===== src/snq_pkg.sv =====
`default_nettype none
package snq_pkg;

  localparam int NoteMax    = 127;
  localparam int NoteCount  = NoteMax + 1;
  localparam int PcCount    = 12;
  localparam int SearchSpan = 6;

  localparam int NoteW  = 7;
  localparam int CountW = 8;
  localparam int PcW    = 4;
  localparam int SpanW  = 3;
  localparam int SnapW  = 9;
  localparam int OffsW  = 8;
  localparam int RootW  = 4;
  localparam int KindW  = 3;
  localparam int IndexW = 4;
  localparam int DataW  = 4;

  localparam logic [IndexW-1:0] RegRoot = 4'd0;
  localparam logic [IndexW-1:0] RegKind = 4'd1;

  localparam logic [RootW-1:0] RootMax = 4'd11;
  localparam logic [KindW-1:0] KindMax = 3'd6;

  typedef logic [PcCount-1:0] pc_mask_t;

  // Pitch classes of each scale, built on a root of C.
  localparam pc_mask_t ScaleMasks [7] = '{
    12'h AB5,  // major
    12'h 5AD,  // natural minor
    12'h 6AD,  // dorian
    12'h 6B5,  // mixolydian
    12'h 295,  // major pentatonic
    12'h 555,  // whole tone
    12'h FFF   // chromatic
  };

  localparam pc_mask_t ResetMask = 12'h AB5;

  typedef struct packed {
    logic               done;
    logic [CountW-1:0]  count;
    logic [NoteW-1:0]   best;
    logic [PcW-1:0]     note_pc;
  } scan_stat_t;

  // Rotates the base scale up by the root; both inputs are already saturated.
  function automatic pc_mask_t build_mask(input logic [RootW-1:0] root,
                                          input logic [KindW-1:0] kind);
    pc_mask_t               base;
    logic [2*PcCount-1:0]   wide;
    base = ScaleMasks[kind];
    wide = {base, base} << root;
    return wide[2*PcCount-1:PcCount];
  endfunction

endpackage
`default_nettype wire


===== src/scale_note_quantizer.sv =====
`default_nettype none
// Channel   Handshake              Payload
// input     in_valid / in_stall    note, degree_offset
// output    out_valid / out_stall  snapped_note, moved_note
// config    cfg_we                 cfg_index, cfg_data
//
// A result is registered once its accepted input beat has been through the walk
// over all 128 candidate notes, one per cycle, through a single in-scale test and
// distance compare; StLoad then loads the pitch-class search, StSnap runs it, and
// the list lookup in the note RAM and the output load follow. The input is free
// again from the edge that loads the result. Reset is synchronous, restores C
// major and holds the input stalled. The input is stalled for the whole of an
// item, but a finished result waits in the output register, so a new beat is
// taken while the previous result is still stalled downstream; a second result
// then waits until the first has left.
module scale_note_quantizer (
  input  wire                                clk,
  input  wire                                rst,
  input  wire                                in_valid,
  output logic                               in_stall,
  input  wire  [snq_pkg::NoteW-1:0]          note,
  input  wire  signed [snq_pkg::OffsW-1:0]   degree_offset,
  output logic                               out_valid,
  input  wire                                out_stall,
  output logic signed [snq_pkg::SnapW-1:0]   snapped_note,
  output logic [snq_pkg::NoteW-1:0]          moved_note,
  input  wire                                cfg_we,
  input  wire  [snq_pkg::IndexW-1:0]         cfg_index,
  input  wire  [snq_pkg::DataW-1:0]          cfg_data
);
  import snq_pkg::*;

  // Sequencer states.
  localparam logic [2:0] StIdle  = 3'd0;
  localparam logic [2:0] StWalk  = 3'd1;
  localparam logic [2:0] StLoad  = 3'd2;
  localparam logic [2:0] StSnap  = 3'd3;
  localparam logic [2:0] StClamp = 3'd4;
  localparam logic [2:0] StRead  = 3'd5;
  localparam logic [2:0] StFin   = 3'd6;

  logic [2:0] state;
  logic [2:0] state_next;

  // Configuration. The mask is rebuilt in the same cycle as any register write.
  logic [RootW-1:0] root;
  logic [KindW-1:0] kind;
  logic [RootW-1:0] root_next;
  logic [KindW-1:0] kind_next;
  pc_mask_t         mask;

  always_comb begin
    root_next = root;
    kind_next = kind;
    if (cfg_we) begin
      case (cfg_index)
        RegRoot: root_next = (cfg_data > RootMax) ? RootMax : cfg_data;
        RegKind: kind_next = (cfg_data[KindW-1:0] > KindMax) ? KindMax
                                                             : cfg_data[KindW-1:0];
        default: ;
      endcase
    end
  end

  always_ff @(posedge clk) begin
    if (rst) begin
      root <= '0;
      kind <= '0;
      mask <= ResetMask;
    end else if (cfg_we) begin
      root <= root_next;
      kind <= kind_next;
      mask <= build_mask(root_next, kind_next);
    end
  end

  // Captured item.
  logic [NoteW-1:0]        note_q;
  logic signed [OffsW-1:0] offs_q;
  logic signed [SnapW-1:0] snap_q;
  logic                    in_take;

  assign in_stall = rst || (state != StIdle);
  assign in_take  = in_valid && !in_stall;

  // The walk: every note 0..127 is tested, in-scale notes go into the RAM in
  // ascending order, and the index of the nearest one is kept.
  scan_stat_t       scan;
  logic             ram_we;
  logic [NoteW-1:0] ram_waddr;
  logic [NoteW-1:0] ram_wdata;

  snq_scan u_scan (
    .clk     (clk),
    .start   (in_take),
    .run     (state == StWalk),
    .note    (note_q),
    .mask    (mask),
    .stat    (scan),
    .wr_en   (ram_we),
    .wr_addr (ram_waddr),
    .wr_data (ram_wdata)
  );

  // Nearest in-scale pitch class, searched outward from the note's own class.
  logic                    snap_done;
  logic signed [SnapW-1:0] snap_val;

  snq_snap u_snap (
    .clk     (clk),
    .start   (state == StLoad),
    .run     (state == StSnap),
    .note    (note_q),
    .note_pc (scan.note_pc),
    .mask    (mask),
    .done    (snap_done),
    .snapped (snap_val)
  );

  // Move through the list by the offset and clamp the index to the list.
  localparam int TgtW = OffsW + 2;

  logic signed [TgtW-1:0] tgt;
  logic signed [TgtW-1:0] last_idx;
  logic [NoteW-1:0]       rd_addr;
  logic                   list_empty;

  always_comb begin
    tgt        = $signed({{(TgtW-NoteW){1'b0}}, scan.best})
               + $signed({{(TgtW-OffsW){offs_q[OffsW-1]}}, offs_q});
    last_idx   = $signed({{(TgtW-CountW){1'b0}}, scan.count}) - TgtW'(1);
    list_empty = (scan.count == '0);
    if (tgt < 0) begin
      rd_addr = '0;
    end else if (tgt > last_idx) begin
      rd_addr = last_idx[NoteW-1:0];
    end else begin
      rd_addr = tgt[NoteW-1:0];
    end
  end

  logic [NoteW-1:0] ram_rdata;

  snq_ram #(
    .Width (NoteW),
    .Depth (NoteCount)
  ) u_list (
    .clk     (clk),
    .wr_en   (ram_we),
    .wr_addr (ram_waddr),
    .wr_data (ram_wdata),
    .rd_en   (state == StClamp),
    .rd_addr (rd_addr),
    .rd_data (ram_rdata)
  );

  logic out_free;
  assign out_free = !out_valid || !out_stall;

  always_comb begin
    state_next = state;
    case (state)
      StIdle:  if (in_take) state_next = StWalk;
      StWalk:  if (scan.done) state_next = StLoad;
      StLoad:  state_next = StSnap;
      StSnap:  if (snap_done) state_next = StClamp;
      StClamp: state_next = StRead;
      StRead:  state_next = StFin;
      StFin:   if (out_free) state_next = StIdle;
      default: state_next = StIdle;
    endcase
  end

  always_ff @(posedge clk) begin
    if (rst) begin
      state     <= StIdle;
      out_valid <= 1'b0;
    end else begin
      state <= state_next;
      if (state == StFin && out_free) begin
        out_valid <= 1'b1;
      end else if (!out_stall) begin
        out_valid <= 1'b0;
      end
    end
  end

  // Payload registers.
  always_ff @(posedge clk) begin
    if (in_take) begin
      note_q <= note;
      offs_q <= degree_offset;
    end
    if (snap_done) begin
      snap_q <= snap_val;
    end
    if (state == StFin && out_free) begin
      snapped_note <= snap_q;
      moved_note   <= list_empty ? note_q : ram_rdata;
    end
  end

endmodule
`default_nettype wire


===== src/snq_ram.sv =====
`default_nettype none
module snq_ram #(
  parameter int Width = 8,
  parameter int Depth = 128
) (
  input  wire                      clk,
  input  wire                      wr_en,
  input  wire  [$clog2(Depth)-1:0] wr_addr,
  input  wire  [Width-1:0]         wr_data,
  input  wire                      rd_en,
  input  wire  [$clog2(Depth)-1:0] rd_addr,
  output logic [Width-1:0]         rd_data
);

  logic [Width-1:0] mem [Depth];

  always_ff @(posedge clk) begin
    if (wr_en) begin
      mem[wr_addr] <= wr_data;
    end
    if (rd_en) begin
      rd_data <= mem[rd_addr];
    end
  end

endmodule
`default_nettype wire


===== src/snq_scan.sv =====
`default_nettype none
module snq_scan (
  input  wire                              clk,
  input  wire                              start,
  input  wire                              run,
  input  wire  [snq_pkg::NoteW-1:0]        note,
  input  wire  snq_pkg::pc_mask_t          mask,
  output snq_pkg::scan_stat_t              stat,
  output logic                             wr_en,
  output logic [snq_pkg::NoteW-1:0]        wr_addr,
  output logic [snq_pkg::NoteW-1:0]        wr_data
);
  import snq_pkg::*;

  logic [NoteW-1:0]  n;
  logic [PcW-1:0]    pc;
  logic [CountW-1:0] count;
  logic [NoteW-1:0]  best;
  logic [NoteW-1:0]  bestd;
  logic              have_best;
  logic [PcW-1:0]    note_pc;

  logic             hit;
  logic [NoteW-1:0] delta;
  logic             closer;

  // One candidate note per cycle: in-scale test, distance and compare.
  always_comb begin
    hit     = mask[pc];
    delta   = (n >= note) ? (n - note) : (note - n);
    closer  = !have_best || (delta < bestd);
    wr_en   = run && hit;
    wr_addr = count[NoteW-1:0];
    wr_data = n;
  end

  always_ff @(posedge clk) begin
    if (start) begin
      n         <= '0;
      pc        <= '0;
      count     <= '0;
      have_best <= 1'b0;
    end else if (run) begin
      if (hit) begin
        count <= count + CountW'(1);
        if (closer) begin
          best      <= count[NoteW-1:0];
          bestd     <= delta;
          have_best <= 1'b1;
        end
      end
      if (n == note) begin
        note_pc <= pc;
      end
      pc <= (pc == PcW'(PcCount - 1)) ? '0 : pc + PcW'(1);
      n  <= n + NoteW'(1);
    end
  end

  assign stat.done    = run && (n == NoteW'(NoteMax));
  assign stat.count   = count;
  assign stat.best    = best;
  assign stat.note_pc = note_pc;

endmodule
`default_nettype wire


===== src/snq_snap.sv =====
`default_nettype none
module snq_snap (
  input  wire                              clk,
  input  wire                              start,
  input  wire                              run,
  input  wire  [snq_pkg::NoteW-1:0]        note,
  input  wire  [snq_pkg::PcW-1:0]          note_pc,
  input  wire  snq_pkg::pc_mask_t          mask,
  output logic                             done,
  output logic signed [snq_pkg::SnapW-1:0] snapped
);
  import snq_pkg::*;

  logic [PcW-1:0]   pc_dn;
  logic [PcW-1:0]   pc_up;
  logic [SpanW-1:0] k;

  logic             hit_dn;
  logic             hit_up;
  logic [SnapW-1:0] note_w;
  logic [SnapW-1:0] k_w;

  // Step outward one pitch class a cycle, the lower side tried first.
  always_comb begin
    hit_dn = mask[pc_dn];
    hit_up = mask[pc_up];
    note_w = {{(SnapW-NoteW){1'b0}}, note};
    k_w    = {{(SnapW-SpanW){1'b0}}, k};
    done   = run && (hit_dn || hit_up || (k == SpanW'(SearchSpan)));
    if (hit_dn) begin
      snapped = note_w - k_w;
    end else if (hit_up) begin
      snapped = note_w + k_w;
    end else begin
      snapped = note_w;
    end
  end

  always_ff @(posedge clk) begin
    if (start) begin
      pc_dn <= note_pc;
      pc_up <= note_pc;
      k     <= '0;
    end else if (run) begin
      pc_dn <= (pc_dn == '0) ? PcW'(PcCount - 1) : pc_dn - PcW'(1);
      pc_up <= (pc_up == PcW'(PcCount - 1)) ? '0 : pc_up + PcW'(1);
      k     <= k + SpanW'(1);
    end
  end

endmodule
`default_nettype wire


===== config.mk =====
export PLATFORM = sky130hd
export DESIGN_NAME = scale_note_quantizer
export DESIGN_NICKNAME = d
export VERILOG_FILES = /design/src/snq_pkg.sv /design/src/scale_note_quantizer.sv /design/src/snq_ram.sv /design/src/snq_scan.sv /design/src/snq_snap.sv
export SDC_FILE = /design/constraint.sdc
export NUM_CORES = 2
export LEC_CHECK = 0
export BUFFER_PORTS_ARGS = -buffer_cell sky130_fd_sc_hd__buf_4
export CORE_ASPECT_RATIO = 0.75
export CORE_MARGIN = 10
export CORE_UTILIZATION = 65
export CTS_CLUSTER_SIZE = 30
export DETAILED_ROUTE_END_ITERATION = 10
export PLACE_DENSITY = 0.79
export SLEW_MARGIN = 20
export SYNTH_ARGS = -nofsm -noshare
export SYNTH_HDL_FRONTEND = slang
export SYNTH_SLANG_ARGS = --single-unit

===== constraint.sdc =====
create_clock -name clk -period 18.75 [get_ports clk]
set_input_delay 0 -clock clk [delete_from_list [all_inputs] [get_ports clk]]
set_output_delay 0 -clock clk [all_outputs]
set_load 0.05 [all_outputs]

* Yosys cells after proc, flatten, opt, wreduce, memory -nomap -nowiden
Memories as Yosys holds them, arrays and structs flattened. A register that Yosys moved wholly into a read port is not among the register bits. Cells that the tools add are included.
Operators by class: muxes and demuxes 36, order comparisons 10, bitwise logic cells 2, reductions and logical operators 25, eq/ne operators 17, shift-type cells 1, add/sub/neg operators 12
Operator list (count):
- 4-bit two-way mux | 10
- 7-bit two-way mux | 4
- 12-bit two-way mux | 2
- 24-bit by 4-bit left shift with 24-bit output | 1
- 3-bit two-way mux | 7
- 3-bit case mux with 7 select lines | 1
- 9-bit two-way mux | 2
- 4-bit by 5-bit < comparator with 1-bit output (second input constant) | 3
- 7-bit subtractor | 2
- 1-bit binary-select mux with 4-bit select | 3
- 3-bit == test (second input constant) | 4
- 8-bit by 8-bit adder with 9-bit output | 1
- 9-bit greater-than comparator | 1
- 9-bit by 1-bit < comparator with 1-bit output (second input constant) | 1
- 8-bit by 1-bit subtractor with 9-bit output (second input constant) | 1
- 4-bit by 1-bit adder with 4-bit output (second input constant) | 2
- 7-bit by 3-bit adder with 8-bit output | 1
- 8-bit by 1-bit adder with 8-bit output (second input constant) | 1
- 4-bit == test (second input constant) | 2
- 4-bit zero test | 2
- 8-bit zero test | 1
- 2-bit != test (second input constant) | 4
- 4-bit AND reduction | 2
- 7-bit by 3-bit subtractor with 8-bit output | 1
- 25 further kinds | 44
Storage, ports and cells: output and inout bits 18, bits in writable memories 896, logic and storage cells 125, input port bits 28, register bits after elaboration 112, ROM bits 96, memories kept 2
Memory list:
- u_list.mem | depth 128, width 7, read ports 1, clocked after Yosys merged registers in 1, write ports 1, RTL line snq_ram.sv:15 | logic [Width-1:0] mem [Depth];
- (no name shown) | depth 8, width 12, read ports 1, clocked after Yosys merged registers in 0, write ports 0, RTL line snq_pkg.sv:53 | base = ScaleMasks[kind];

* Depth between registers and ports, before layout
depth in word-level cells 9, gate-level depth with buffers 25, mapped depth without buffers 20

* By module
From an unflattened synthesis, not the netlist that was laid out.
Second synthesis, totals: cell total of the unflattened synthesis 2232, area, all modules 42359.4 um2
Modules (own cells, without submodules):
- snq_ram | instances 1, seq. area each 27116.0 um2, area an instance 34877.2 um2, cells each 1453
- scale_note_quantizer | instances 1, seq. area each 1661.6 um2, area an instance 3908.7 um2, cells each 396
- snq_scan | instances 1, seq. area each 940.9 um2, area an instance 2378.5 um2, cells each 246
- snq_snap | instances 1, seq. area each 300.3 um2, area an instance 1194.9 um2, cells each 137

* Worst setup path before layout
No wires, ideal clock.
path kind reg-to-reg, start register u_scan.n[1], in the netlist u_scan.wr_data[1], end register u_scan.best[0] (enable), path buffers 1, stages on the path, launching flop included 19, setup time 0.390 ns, period minus slack after synthesis 6.135 ns, arrival time 5.746 ns, path slack 12.615 ns, data required time 18.360 ns, cells stage by stage dfxtp_1 ha_1 a21oi_1 o21bai_1 a21o_1 a21o_1 a21o_1 a211o_1 clkbuf_1 mux2i_1 o21ai_0 a21boi_0 xnor2_1 ha_1 a21oi_1 nor2b_1 o21ai_0 nand2b_1 a21oi_1
Between the ends: word-level cells in the longest chain between the ends 5, elaborated cells between the ends (all ways) 7, those cells by class 2 x add/sub; 2 x order compare; 1 x mux; 2 x reduce/logical
Ends and longest elaborated chain:
- start, declared | RTL line snq_scan.sv:15 | logic [NoteW-1:0] n;
- start signal, assigned | RTL line snq_scan.sv:56 | n <= n + NoteW'(1);
- 7-bit subtractor or 7-bit greater-or-equal comparator (tied branches) | RTL line snq_scan.sv:30 | delta = (n >= note) ? (n - note) : (note - n);
- 7-bit two-way mux (*) | RTL line snq_scan.sv:30
- net u_scan.delta[4] | RTL line snq_scan.sv:24 | logic [NoteW-1:0] delta;
- 7-bit < comparator (*) | RTL line snq_scan.sv:31 | closer = !have_best || (delta < bestd);
- 1-bit logical OR (*) | RTL line snq_scan.sv:31
- 4-bit AND reduction (no line) (*)
- end signal, assigned | RTL line snq_scan.sv:47 | best <= count[NoteW-1:0];
- end, declared | RTL line snq_scan.sv:18 | logic [NoteW-1:0] best;
The timed path passes the listed nets; every way through them passes the cells marked *. A chain may end at the register's enable or synchronous reset.

* Worst setup path in the final report
start register offs_q[0], end register u_list.rd_data[5] (read register of u_list.mem), data pin
Between the ends: word-level cells in the longest chain between the ends 4, elaborated cells between the ends (all ways) 5, those cells by class 1 x add/sub; 2 x order compare; 2 x mux
Ends and longest elaborated chain:
- start, declared | RTL line scale_note_quantizer.sv:79 | logic signed [OffsW-1:0] offs_q;
- start signal, assigned | RTL line scale_note_quantizer.sv:192 | offs_q <= degree_offset;
- 8-bit by 8-bit adder with 9-bit output (*) | RTL line scale_note_quantizer.sv:130 | + $signed({{(TgtW-OffsW){offs_q[OffsW-1]}}, offs_q});
- 9-bit greater-than comparator | RTL line scale_note_quantizer.sv:135 | end else if (tgt > last_idx) begin
- 7-bit two-way mux | RTL line scale_note_quantizer.sv:135
- 7-bit two-way mux (*) | RTL line scale_note_quantizer.sv:133 | if (tgt < 0) begin
- end, declared | RTL line snq_ram.sv:12 | output logic [Width-1:0] rd_data
Every way passes the cells marked *; elsewhere a longest branch is shown, timed or not.

==> flow_summary.json <==
{
  "status": "finished clean",
  "p_int_mw": 4.885,
  "cts-root-buf": "clkbuf_16",
  "rr_startpoint": "offs_q[0]",
  "wl_um": 112100,
  "gp_congestion": 0.8951,
  "p_seq_share_pct": 31.9,
  "power_mw": 8.612,
  "hold_slack_ps": 64.72,
  "min_period_over_period_pct": 49.27,
  "hold_class": "in -> reg",
  "die-area_um2": 76150,
  "numCtsBuffers": 92,
  "tightestPinTransition_ps": 1180,
  "syn_nets": 3260,
  "cts_tree": "built",
  "die_h_um": 241.5,
  "layout-drive-gt1-share_pct": 8.591,
  "power_switching_mw": 3.727,
  "fin_tns_setup_ps": 0,
  "grt_max_degree": 195,
  "cts_setup_buffers": 0,
  "seq_area_frac_synth_pct": 70.60,
  "ys.flop_type": "edfxtp_1",
  "path_max_fanout": 110,
  "setup_slack_ps": 9511,
  "dp.cells": 3939,
  "firstDrtPassIters": 6,
  "drcViolationCount": 0,
  "setup_viol": 0,
  "yosysTopAreaCell": "edfxtp_1",
  "pwr-share-comb_pct": 45.9,
  "timing.fmax_ghz": 0.1082,
  "final_cell_mix": "edfxtp_1, nand2_1, a21oi_1",
  "fin_area_um2": 46940,
  "grt_usage_pct": 29.23,
  "crit_required_ps": 19180,
  "start_util_pct": 65.45,
  "end_kind": "flip-flop",
  "synth_enable_flop_cells": 969,
  "clkSinkCount": 1015,
  "fp.dieW_um": 315.3,
  "dp_slack_ps": 9744,
  "leakage_nw": 16.29,
  "cap_violations": 0,
  "nets": 3274,
  "p_sw_share_pct": 43.28,
  "synth_area_leaders": "edfxtp_1, mux2i_1, nand2_1",
  "p_per_area_nw_per_um2": 183.5,
  "arrival_ps": 9670,
  "vias": 27860,
  "fin_crit_ps": 9239,
  "wl_per_cell_um": 27.06,
  "async_reset_ff_share_pct": 0,
  "drt_iter0_markers": 4706,
  "ir_drop_v": 0.0002169,
  "clkTransAtPathRegs_ps": 70,
  "critical_path_class": "reg -> reg",
  "rows": 81,
  "place_area_um2": 43550,
  "pwr-share-clk_pct": 22.2,
  "fin_util_pct": 72.25,
  "place.port_buffers": 45,
  "ff2ff_path_depth": 24,
  "overflow": 0,
  "rsz0062_at_grt": "no",
  "holdBufCountCts": 28,
  "dpl.hpwl_um": 67890,
  "synth_cell_type_count": 67,
  "h-tree-depth": 3,
  "ctsLongestPathBuffers": 3,
  "finalNonFillerCells": 4143,
  "cts_resized": 0,
  "setup.worst_path.start_class": "flip-flop",
  "core_um2": 64960,
  "grt_pass1_vias": 26610,
  "crit_end": "u_list.rd_data[5]",
  "finalHoldViolCount": 0,
  "yosys_register_bits": 1015,
  "avgSynthCellArea_um2": 13.38,
  "r2r_slack_ps": 9510,
  "drv_slew": 0,
  "clk_latency_ps": 680,
  "yosys_warnings": 0,
  "worstReg2RegEnd": "u_list.rd_data[5]",
  "vias_per_cell": 6.725,
  "startpoint": "offs_q[0]",
  "drtAntennaViolNets": 0,
  "relSlewSlack_pct": 21.36,
  "synth_top_area_share_pct": 68.44,
  "fin_skew_ps": 32.43,
  "ios": 46,
  "syn_to_final_growth_pct": 10.40,
  "syn_area_um2": 42520,
  "antenna_found_initial": 5,
  "grt_pass1_wl_um": 167800,
  "layout_commonest_cell": "edfxtp_1",
  "synthCells": 3177
}
state kept, by name (all words and copies together), names as in the netlist, 7 cells and up:
register and cells:
mask 12, u_list.mem 896, u_list.rd_data 7, u_scan.count 8, offs_q 8, moved_note 7, snapped_note 9, note_q 7
u_scan.bestd 7, u_scan.best 7, u_scan.wr_data 7, snap_q 9
power by group through the flow:
stage | Sequential, mW | Clock, mW | Combinational [mW]
4_1_cts | 2.74 | 1.92 | 3.80
2_1_floorplan | 2.78 | 0 | 2.43
6_report | 2.75 | 1.91 | 3.95
3_5_place_dp | 2.79 | 0 | 3.77
5_1_grt | 2.75 | 2.02 | 4.14
3_3_place_gp | 2.79 | 0 | 3.67
cells in the mapped netlist, drive strengths merged (4+ instances only):
master   instances
o221ai           8
dfxtp           46
a21o            13
buf             71
ha              50
nor4            73
and3            48
nand2b           9
and2             5
nor2b           18
nor3b            4
a31oi           46
nand3           43
nor3            27
clkbuf         122
o41ai           36
xor2             7
mux2i          212
a21oi          274
nor2           204
o21ai           80
nand3b           8
a211oi          10
xnor2           25
fa               5
o21a             5
a311o            4
o22ai          105
or2             11
nand2          504
o32ai            7
mux4             9
mux2             7
or3              8
o22a             7
a2111oi          7
inv             50
nand4            5
o21bai           5
edfxtp         969
per-layer routing:
metal / wire length [um] / share of wire, % / track usage (%)
met3: 15420 / 14 / 8.387
met4: 3817 / 3.4 / 9.780
met2: 49550 / 44 / 42.86
met1: 43280 / 39 / 41.96
met5: 39 / 0.035 / 0
cell type report:
type / instances / area [um2]
fill: 4089 / 18020
clock inverter: 62 / 645.6
inverter: 51 / 191.4
multi-input combinational: 1918 / 11610
tap: 871 / 1090
antenna: 1 / 2.502
clock buffer: 112 / 2399
timing repair buffer: 113 / 950.9
sequential: 1015 / 30050
how the worst min path moves through the flow:
stage / startpoint / to / slack, ps / depth (start not counted)
2_1_floorplan: note[0] / note_q[0] / 100 / 0
3_3_place_gp: note[4] / note_q[4] / 180 / 1
3_5_place_dp: note[4] / note_q[4] / 180 / 1
4_1_cts: cfg_index[3] / kind[0] / 20 / 5
5_1_grt: note[3] / note_q[3] / 50 / 2
6_report: note[3] / note_q[3] / 60 / 2
critical path, cell delays in order, from the launching register on:
cell,delay (ps)
edfxtp_1,360
ha_1,240
fa_1,420
nand3_1,110
a21oi_1,120
o21a_1,200
o21a_1,190
or3b_2,440
buf_4,380
inv_1,530
ha_1,370
a311oi_1,420
a32oi_1,250
a221o_1,420
nand3_1,110
buf_4,400
a21o_4,420
buf_4,700
buf_12,480
buf_16,490
mux2i_1,250
o21ai_0,90
nor4_1,740
o22ai_1,280
o22a_1,250
cell families after synthesis:
| logic type | synth area share (%) |
|---|---|
| compound gates | 8.955 |
| xor+xnor | 0.6769 |
| fa+ha+maj | 1.707 |
| buf+inv | 2.384 |
| flops | 70.60 |
| mux | 5.653 |
| simple gates | 10.02 |
No activity file was read; power rests on OpenSTA's default activity.
